### config.mk
export PLATFORM = sky130hd
export DESIGN_NAME = arp_cache_lru_engine
export DESIGN_NICKNAME = d
export VERILOG_FILES = /design/src/rtl/core/arpc_pkg.sv /design/src/rtl/core/arpc_ram.sv /design/src/rtl/core/arpc_ctrl.sv /design/src/rtl/core/arpc_dp.sv /design/src/rtl/core/arp_cache_lru_engine.sv
export SDC_FILE = /design/constraint.sdc
export NUM_CORES = 2
export LEC_CHECK = 0
export BUFFER_PORTS_ARGS = -buffer_cell sky130_fd_sc_hd__clkbuf_2
export CAP_MARGIN = 0
export CORE_MARGIN = 2
export CORE_UTILIZATION = 45
export DETAILED_ROUTE_END_ITERATION = 10
export PLACE_DENSITY = 0.64
export REMOVE_ABC_BUFFERS = 1
export SYNTH_ARGS = -nofsm -noshare
export SYNTH_HDL_FRONTEND = slang
export SYNTH_SLANG_ARGS = --single-unit
### constraint.sdc
create_clock -name clk -period 23.5 [get_ports clk]
set_clock_uncertainty 0.05 [all_clocks]
set_input_delay 1.175 -clock clk [delete_from_list [all_inputs] [get_ports clk]]
set_output_delay 1.175 -clock clk [all_outputs]
set_load 0.005 [all_outputs]
### src/rtl/core/arpc_pkg.sv
// Shared types and constants of the ARP cache engine.
`default_nettype none
package arpc_pkg;

  localparam int IP_W    = 32;
  localparam int MAC_W   = 48;
  localparam int STAMP_W = 32;

  localparam int IN_TDATA_W  = 224;
  localparam int OUT_TDATA_W = 136;

  localparam logic [15:0] ARP_MIN_LEN  = 16'd28;
  localparam logic [15:0] ETH_HW_TYPE  = 16'd1;
  localparam logic [15:0] IPV4_PROTO   = 16'h0800;
  localparam logic [7:0]  ETH_HW_LEN   = 8'd6;
  localparam logic [7:0]  IPV4_LEN     = 8'd4;
  localparam logic [15:0] OPER_REQUEST = 16'd1;

  typedef enum logic {
    OP_LOOKUP = 1'b0,
    OP_ARP    = 1'b1
  } op_t;

  typedef enum logic [2:0] {
    S_IDLE,
    S_SCAN,
    S_DRAIN,
    S_UPDATE
  } state_t;

  typedef struct packed {
    logic [IP_W-1:0]    ip;
    logic [MAC_W-1:0]   mac;
    logic [STAMP_W-1:0] stamp;
  } entry_t;

  typedef struct packed {
    logic start;
    logic issue;
    logic commit;
  } cmd_t;

  typedef struct packed {
    logic last_issue;
    logic out_free;
  } sts_t;

endpackage
`default_nettype wire

### src/rtl/core/arpc_ram.sv
// Generic single-write, single-read RAM with registered read data.
`default_nettype none
module arpc_ram #(
  parameter int  WIDTH = 8,
  parameter int  DEPTH = 8,
  localparam int AW    = (DEPTH > 1) ? $clog2(DEPTH) : 1
) (
  input  wire logic                 clk,
  input  wire logic                 we,
  input  wire logic [AW-1:0]        waddr,
  input  wire logic [WIDTH-1:0]     wdata,
  input  wire logic                 re,
  input  wire logic [AW-1:0]        raddr,
  output logic      [WIDTH-1:0]     rdata
);

  logic [WIDTH-1:0] mem [DEPTH];
  logic [WIDTH-1:0] rdata_r;

  always_ff @(posedge clk) begin
    if (we) begin
      mem[waddr] <= wdata;
    end
    if (re) begin
      rdata_r <= mem[raddr];
    end
  end

  assign rdata = rdata_r;

endmodule
`default_nettype wire

### src/rtl/core/arpc_ctrl.sv
// Controller state machine sequencing scan, update and result hand-off.
`default_nettype none
module arpc_ctrl (
  input  wire logic          clk,
  input  wire logic          rst_n,
  input  wire logic          in_tvalid,
  output logic               in_tready,
  input  wire arpc_pkg::sts_t sts,
  output arpc_pkg::cmd_t     cmd
);

  arpc_pkg::state_t state_r, state_nxt;

  always_ff @(posedge clk) begin
    if (!rst_n) begin
      state_r <= arpc_pkg::S_IDLE;
    end else begin
      state_r <= state_nxt;
    end
  end

  always_comb begin
    state_nxt  = state_r;
    in_tready  = 1'b0;
    cmd        = '0;
    unique case (state_r)
      arpc_pkg::S_IDLE: begin
        in_tready = 1'b1;
        if (in_tvalid) begin
          cmd.start = 1'b1;
          state_nxt = arpc_pkg::S_SCAN;
        end
      end
      arpc_pkg::S_SCAN: begin
        cmd.issue = 1'b1;
        if (sts.last_issue) begin
          state_nxt = arpc_pkg::S_DRAIN;
        end
      end
      arpc_pkg::S_DRAIN: begin
        state_nxt = arpc_pkg::S_UPDATE;
      end
      arpc_pkg::S_UPDATE: begin
        if (sts.out_free) begin
          cmd.commit = 1'b1;
          state_nxt  = arpc_pkg::S_IDLE;
        end
      end
      default: begin
        state_nxt = arpc_pkg::S_IDLE;
      end
    endcase
  end

endmodule
`default_nettype wire

### src/rtl/core/arpc_dp.sv
// Datapath: entry store, match and victim scan, update and output register.
`default_nettype none
module arpc_dp #(
  parameter int ENTRIES = 8
) (
  input  wire logic                               clk,
  input  wire logic                               rst_n,
  input  wire logic                               cfg_wr_en,
  input  wire logic [arpc_pkg::IP_W-1:0]          cfg_wr_data,
  input  wire logic [arpc_pkg::IN_TDATA_W-1:0]    in_tdata,
  input  wire logic                               in_tuser,
  input  wire arpc_pkg::cmd_t                     cmd,
  output arpc_pkg::sts_t                          sts,
  input  wire logic                               out_tready,
  output logic                                    out_tvalid,
  output logic [arpc_pkg::OUT_TDATA_W-1:0]        out_tdata
);

  localparam int IDXW = (ENTRIES > 1) ? $clog2(ENTRIES) : 1;
  localparam logic [IDXW-1:0] LAST_IDX = IDXW'(ENTRIES - 1);

  // unpack input beat
  logic [31:0] f_query_ip, f_sender_ip, f_dest_ip;
  logic [15:0] f_plen, f_hw_type, f_proto_type, f_oper;
  logic [7:0]  f_hw_len, f_proto_len;
  logic [47:0] f_sender_mac;
  logic        f_hdr_ok;

  assign f_query_ip   = in_tdata[31:0];
  assign f_plen       = in_tdata[47:32];
  assign f_hw_type    = in_tdata[63:48];
  assign f_proto_type = in_tdata[79:64];
  assign f_hw_len     = in_tdata[87:80];
  assign f_proto_len  = in_tdata[95:88];
  assign f_oper       = in_tdata[111:96];
  assign f_sender_mac = in_tdata[159:112];
  assign f_sender_ip  = in_tdata[191:160];
  assign f_dest_ip    = in_tdata[223:192];

  assign f_hdr_ok = (f_plen >= arpc_pkg::ARP_MIN_LEN) &&
                    (f_hw_type == arpc_pkg::ETH_HW_TYPE) &&
                    (f_proto_type == arpc_pkg::IPV4_PROTO) &&
                    (f_hw_len == arpc_pkg::ETH_HW_LEN) &&
                    (f_proto_len == arpc_pkg::IPV4_LEN);

  logic [31:0]        own_ip_r;
  logic [31:0]        use_clock_r;
  logic [ENTRIES-1:0] valid_r;

  arpc_pkg::op_t op_r;
  logic [31:0]   key_r;
  logic [47:0]   smac_r;
  logic          hdr_ok_r, to_us_r, req_r;

  logic [IDXW-1:0] rd_idx_r, chk_idx_r;
  logic            chk_vld_r;

  logic            hit_r, free_r, vic_any_r;
  logic [IDXW-1:0] hit_idx_r, vic_idx_r;
  logic [47:0]     hit_mac_r;
  logic [31:0]     vic_stamp_r;

  logic                  out_valid_r;
  logic [arpc_pkg::OUT_TDATA_W-1:0] out_data_r;

  arpc_pkg::entry_t rd_entry, wr_entry;
  logic             ram_we;
  logic [IDXW-1:0]  ram_waddr;
  logic             learn, refresh, found, send_reply, hdr_valid;
  logic [31:0]      stamp_nxt, stamp_diff;
  logic             chk_valid_slot;

  arpc_ram #(
    .WIDTH($bits(arpc_pkg::entry_t)),
    .DEPTH(ENTRIES)
  ) u_ram (
    .clk  (clk),
    .we   (ram_we),
    .waddr(ram_waddr),
    .wdata(wr_entry),
    .re   (cmd.issue),
    .raddr(rd_idx_r),
    .rdata(rd_entry)
  );

  assign chk_valid_slot = valid_r[chk_idx_r];
  assign stamp_diff     = rd_entry.stamp - vic_stamp_r;
  assign stamp_nxt      = use_clock_r + 32'd1;

  assign hdr_valid  = (op_r == arpc_pkg::OP_ARP) && hdr_ok_r;
  assign found      = (op_r == arpc_pkg::OP_LOOKUP) && hit_r;
  assign refresh    = hit_r && ((op_r == arpc_pkg::OP_LOOKUP) || hdr_ok_r);
  assign learn      = hdr_valid && !hit_r && to_us_r;
  assign send_reply = hdr_valid && req_r && to_us_r;

  assign ram_we    = cmd.commit && (refresh || learn);
  assign ram_waddr = hit_r ? hit_idx_r : vic_idx_r;

  always_comb begin
    wr_entry.ip    = key_r;
    wr_entry.mac   = (op_r == arpc_pkg::OP_LOOKUP) ? hit_mac_r : smac_r;
    wr_entry.stamp = stamp_nxt;
  end

  assign sts.last_issue = (rd_idx_r == LAST_IDX);
  assign sts.out_free   = !out_valid_r || out_tready;

  // control state
  always_ff @(posedge clk) begin
    if (!rst_n) begin
      own_ip_r    <= '0;
      use_clock_r <= '0;
      valid_r     <= '0;
      chk_vld_r   <= 1'b0;
      out_valid_r <= 1'b0;
    end else begin
      if (cfg_wr_en) begin
        own_ip_r <= cfg_wr_data;
      end
      chk_vld_r <= cmd.issue;
      if (ram_we) begin
        use_clock_r <= stamp_nxt;
      end
      if (cmd.commit && learn) begin
        valid_r[vic_idx_r] <= 1'b1;
      end
      if (cmd.commit) begin
        out_valid_r <= 1'b1;
      end else if (out_tready) begin
        out_valid_r <= 1'b0;
      end
    end
  end

  // capture beat, scan and track match and victim
  always_ff @(posedge clk) begin
    if (cmd.start) begin
      op_r      <= arpc_pkg::op_t'(in_tuser);
      key_r     <= in_tuser ? f_sender_ip : f_query_ip;
      smac_r    <= f_sender_mac;
      hdr_ok_r  <= f_hdr_ok;
      to_us_r   <= (f_dest_ip == own_ip_r);
      req_r     <= (f_oper == arpc_pkg::OPER_REQUEST);
      rd_idx_r  <= '0;
      hit_r     <= 1'b0;
      free_r    <= 1'b0;
      vic_any_r <= 1'b0;
    end else begin
      if (cmd.issue) begin
        rd_idx_r <= rd_idx_r + IDXW'(1);
      end
      if (chk_vld_r) begin
        if (!hit_r && chk_valid_slot && (rd_entry.ip == key_r)) begin
          hit_r     <= 1'b1;
          hit_idx_r <= chk_idx_r;
          hit_mac_r <= rd_entry.mac;
        end
        if (!free_r) begin
          if (!chk_valid_slot) begin
            free_r    <= 1'b1;
            vic_idx_r <= chk_idx_r;
          end else if (!vic_any_r || stamp_diff[31]) begin
            vic_any_r   <= 1'b1;
            vic_idx_r   <= chk_idx_r;
            vic_stamp_r <= rd_entry.stamp;
          end
        end
      end
    end
    chk_idx_r <= rd_idx_r;
    if (cmd.commit) begin
      out_data_r <= {4'd0,
                     send_reply ? key_r : 32'd0,
                     send_reply ? smac_r : 48'd0,
                     send_reply,
                     learn,
                     hdr_valid,
                     found ? hit_mac_r : 48'd0,
                     found};
    end
  end

  assign out_tvalid = out_valid_r;
  assign out_tdata  = out_data_r;

endmodule
`default_nettype wire

### src/rtl/core/arp_cache_lru_engine.sv
// Top level of the ARP address cache with least-recently-used replacement.
//
// Input stream (in_*): one beat is either a lookup (in_tuser = 0, query_ip)
// or a received ARP header (in_tuser = 1). Output stream (out_*): exactly
// one result beat per input beat, in order. cfg_wr_en/cfg_wr_data write
// our own IPv4 address; write it only while the block is idle.
//
// Each beat scans all ENTRIES slots of the entry RAM, one read per cycle
// through its single read port, for the address match and the victim.
// A drain step and an update step follow the scan; the result is written
// to the output register at the commit, and the next input beat is taken
// only once the block is back in idle.
//
// Reset clears all slot valid bits, the use clock, own address and the
// output valid flag. A held result does not block the next input beat; only
// the following result waits in the update step until out_tready frees the
// output register, and in_tready stays low until then.
`default_nettype none
module arp_cache_lru_engine #(
  parameter int ENTRIES = 8
) (
  input  wire logic                               clk,
  input  wire logic                               rst_n,
  input  wire logic                               cfg_wr_en,
  input  wire logic [arpc_pkg::IP_W-1:0]          cfg_wr_data,
  input  wire logic                               in_tvalid,
  output logic                                    in_tready,
  // query_ip, packet_length, hw_type, proto_type, hw_len, proto_len,
  // arp_oper, sender_mac, sender_ip, dest_ip
  input  wire logic [arpc_pkg::IN_TDATA_W-1:0]    in_tdata,
  // op
  input  wire logic                               in_tuser,
  output logic                                    out_tvalid,
  input  wire logic                               out_tready,
  // found, found_mac, header_valid, learned_new, send_reply, reply_mac,
  // reply_ip, 4 zero bits
  output logic [arpc_pkg::OUT_TDATA_W-1:0]        out_tdata
);

  arpc_pkg::cmd_t cmd;
  arpc_pkg::sts_t sts;

  arpc_ctrl u_ctrl (
    .clk      (clk),
    .rst_n    (rst_n),
    .in_tvalid(in_tvalid),
    .in_tready(in_tready),
    .sts      (sts),
    .cmd      (cmd)
  );

  arpc_dp #(
    .ENTRIES(ENTRIES)
  ) u_dp (
    .clk        (clk),
    .rst_n      (rst_n),
    .cfg_wr_en  (cfg_wr_en),
    .cfg_wr_data(cfg_wr_data),
    .in_tdata   (in_tdata),
    .in_tuser   (in_tuser),
    .cmd        (cmd),
    .sts        (sts),
    .out_tready (out_tready),
    .out_tvalid (out_tvalid),
    .out_tdata  (out_tdata)
  );

endmodule
`default_nettype wire

==> metrics.txt <==
Port Buffers 393; setup TNS 0 ns; most frequent cells in the layout edfxtp_1, clkbuf_2, mux4_2; Min Hold Slack 0.365 ns; CP startpoint u_ctrl.state_r[0]$_SDFFE_PN0P_; P_int 4.56 mW; DR vias/cell 5.37; Worst setup SP type flop; Layout Nets 3395; initial antenna violation count 1; worst ir drop on vdd 0.0950 mV; antenna viol nets, final 0; CTS tree done; final wirelength 107 mm; ys flop type edfxtp_1; Core Region 118000 sq um; status completed; global route overflow 0; Synth warnings 0; crit path max fanout 48; Clk pin slew, worst setup/hold paths 0.06 ns; per-cell routed wire length 22.7 um; FP Rows 126; first-pass GRT wire length 164 mm; Iteration-0 DRC Markers 2048; commonest non-fill, non-tap cell in the layout edfxtp_1; Hold Path Class flop to flop; ys async rst share 0; average cell area after synthesis 20.3 sq um; TritonCTS buffer count 145; leakage 20.4 nW; number of buffers inserted by hold repair at cts 0; final non-filler cell total 4742; latest clock arrival within the worst-skew pair 0.73 ns; cells after synthesis 2630; routed via count 25459; Max Cap Violations 0; final setup violating endpoints 0; Critical Path Sink Type flop; Max Root-Sink Buffers 3; CP arrival 4.97 ns; Crit Path Category flop to flop; RSZ-0062 raised after global routing false; share of layout cells above drive strength 1 0.328; Hold Path Depth 0; count of cell types in the netlist 49; DR DRC count 0; die area 122000 sq um; relative slew slack 0.273; number of placed instances, taps included 4485; min cycle time layout 4.67 ns; Die Width 349 um; Finished Core Util 0.525; hold wc startpoint u_dp.u_ram.rdata[71]$_DFFE_PP_; total track usage 0.177; Initial Util 0.454; final worst-path cycle share 0.199; Area Overhead vs Synth 15.7%; Clk pwr share 0.360; postcts setup bufs 0; Critical Path RT 23.79 ns; clk sink count 1395; Comb power frac 0.129; RD Place Congestion 0.849; Die H 349 um; NetSw 1.44 mW; Pre-Repair DR Iteration Count 5; Mapped Area 53500 sq um; Sw Ratio 0.240; H-tree levels 4; sequential share of power 0.511; number of global-route vias before repair 27206; worst reg2reg startpoint u_ctrl.state_r[0]$_SDFFE_PN0P_; Final Hold Fails 0; post-synthesis sequential area ratio 0.767; Worst-Margin Slew 1.09 ns; r2r worst-path depth 8; post-synthesis register bit count 1395; IO Count 400; Slew Limit Fails 0; Post-CTS Resized 0; Max Fclk 0.214 GHz; pwr dens 97.0 nW/um^2; largest net degree at the start of global routing 169; Clock Root Buffer clkbuf_16; Detailed Place HPWL 59.1 mm; Post-synth EDFFs 1310
## power groups by stage
stage / Sequential (mW) / Combinational, mW / Clock [mW]
after floorplan: 3.18 / 0.642 / 0
after global placement: 3.11 / 0.767 / 0
after detailed placement: 3.12 / 0.788 / 0
after CTS: 3.07 / 0.792 / 2.21
after global routing: 3.08 / 0.841 / 2.31
final: 3.07 / 0.771 / 2.16
## layout make-up
cell class	instances	area [sq um]
Fill cell	9137	56100
Sequential cell	1395	41100
Multi-Input combinational cell	1079	11900
Clock buffer	186	3900
Timing Repair Buffer	426	2260
Tap cell	1536	1920
Clock inverter	69	623
Inverter	49	191
Antenna cell	2	5.00
## stage by stage
stage | area, sq um | setup WS (ns) | total power [mW]
2_1_floorplan | 53000 | 13.03 | 3.82
3_3_place_gp | 57300 | 17.96 | 3.88
3_5_place_dp | 57300 | 17.97 | 3.91
4_1_cts | 61900 | 18.68 | 6.08
5_1_grt | 61900 | 18.51 | 6.24
6_report | 61900 | 18.83 | 6.00
## registers in the layout, indices dropped and copies added (netlist names), 2 cells and up
| signal | flops |
|---|---|
| u_dp.chk_idx_r | 3 |
| u_dp.out_tdata | 132 |
| u_dp.smac_r | 48 |
| u_dp.rd_idx_r | 3 |
| u_dp.u_ram.mem | 896 |
| u_dp.key_r | 32 |
| u_dp.vic_stamp_r | 32 |
| u_dp.vic_idx_r | 3 |
| u_dp.hit_idx_r | 3 |
| u_dp.hit_mac_r | 48 |
| u_dp.valid_r | 8 |
| u_ctrl.state_r | 2 |
| u_dp.u_ram.rdata | 112 |
| u_dp.use_clock_r | 32 |
| u_dp.own_ip_r | 32 |
## path summary, 6_finish.rpt
check | endpoint | slack [ns]
setup / recovery | u_dp.u_ram.mem[4][78]$_DFFE_PP_ | 18.83
setup reg to reg | u_dp.u_ram.mem[4][78]$_DFFE_PP_ | 18.83
hold / removal | u_dp.hit_mac_r[39]$_DFFE_PP_ | 0.37
hold reg to reg | u_dp.hit_mac_r[39]$_DFFE_PP_ | 0.37
## synth_stat cells, drive strengths merged, types with 4 or more instances
master / n / area, sq um
mux2: 192 / 2160
inv: 49 / 184
clkbuf: 76 / 285
edfxtp: 1310 / 39300
nor4: 27 / 169
buf: 34 / 173
a31oi: 7 / 43.8
xor2: 71 / 622
and3: 4 / 25.0
nand4: 20 / 125
nor3: 14 / 81.3
or3: 4 / 25.0
nand2b: 4 / 25.0
nand2: 45 / 169
xnor2: 55 / 482
nor2: 54 / 203
ha: 37 / 463
nor4b: 4 / 35.0
mux4: 226 / 5090
nor2b: 44 / 275
nand3: 19 / 95.1
mux2i: 37 / 370
dfxtp: 85 / 1700
o21a: 5 / 37.5
a21oi: 14 / 70.1
o21ai: 9 / 45.0
and2: 159 / 995
## critical path, cell delays in order, from the launching register on
cell      delay, ns
dfxtp_1        0.46
ha_1           0.28
nand2b_1       0.21
nor3_1         0.24
buf_4          0.26
nand2_1        0.27
nor2_4         0.88
buf_4          0.76
buf_4          0.81
## kinds of logic after synthesis
group                      count (synthesis)  share of synthesized area
AOI/OAI and AO/OA                         52                    0.00617
xor gates and xnor gates                 126                     0.0206
adders and majority gates                 37                    0.00865
buffers and inverters                    159                     0.0120
DFF                                     1395                      0.767
muxes                                    455                      0.142
other                                      1                  0.0000701
and+or+nand+nor                          405                     0.0428
## metal layers
layer,vias to the layer above,GRT usage,share of wire,wire length (um)
met3,162,0.0317,0.053,5680
met2,733,0.297,0.49,53100
met4,0,0.0531,0.021,2310
met1,13220,0.238,0.43,46400
met5,-,0,0,0
li1,11344,-,-,-
Note: power is estimated with default switching activity, not from simulation.
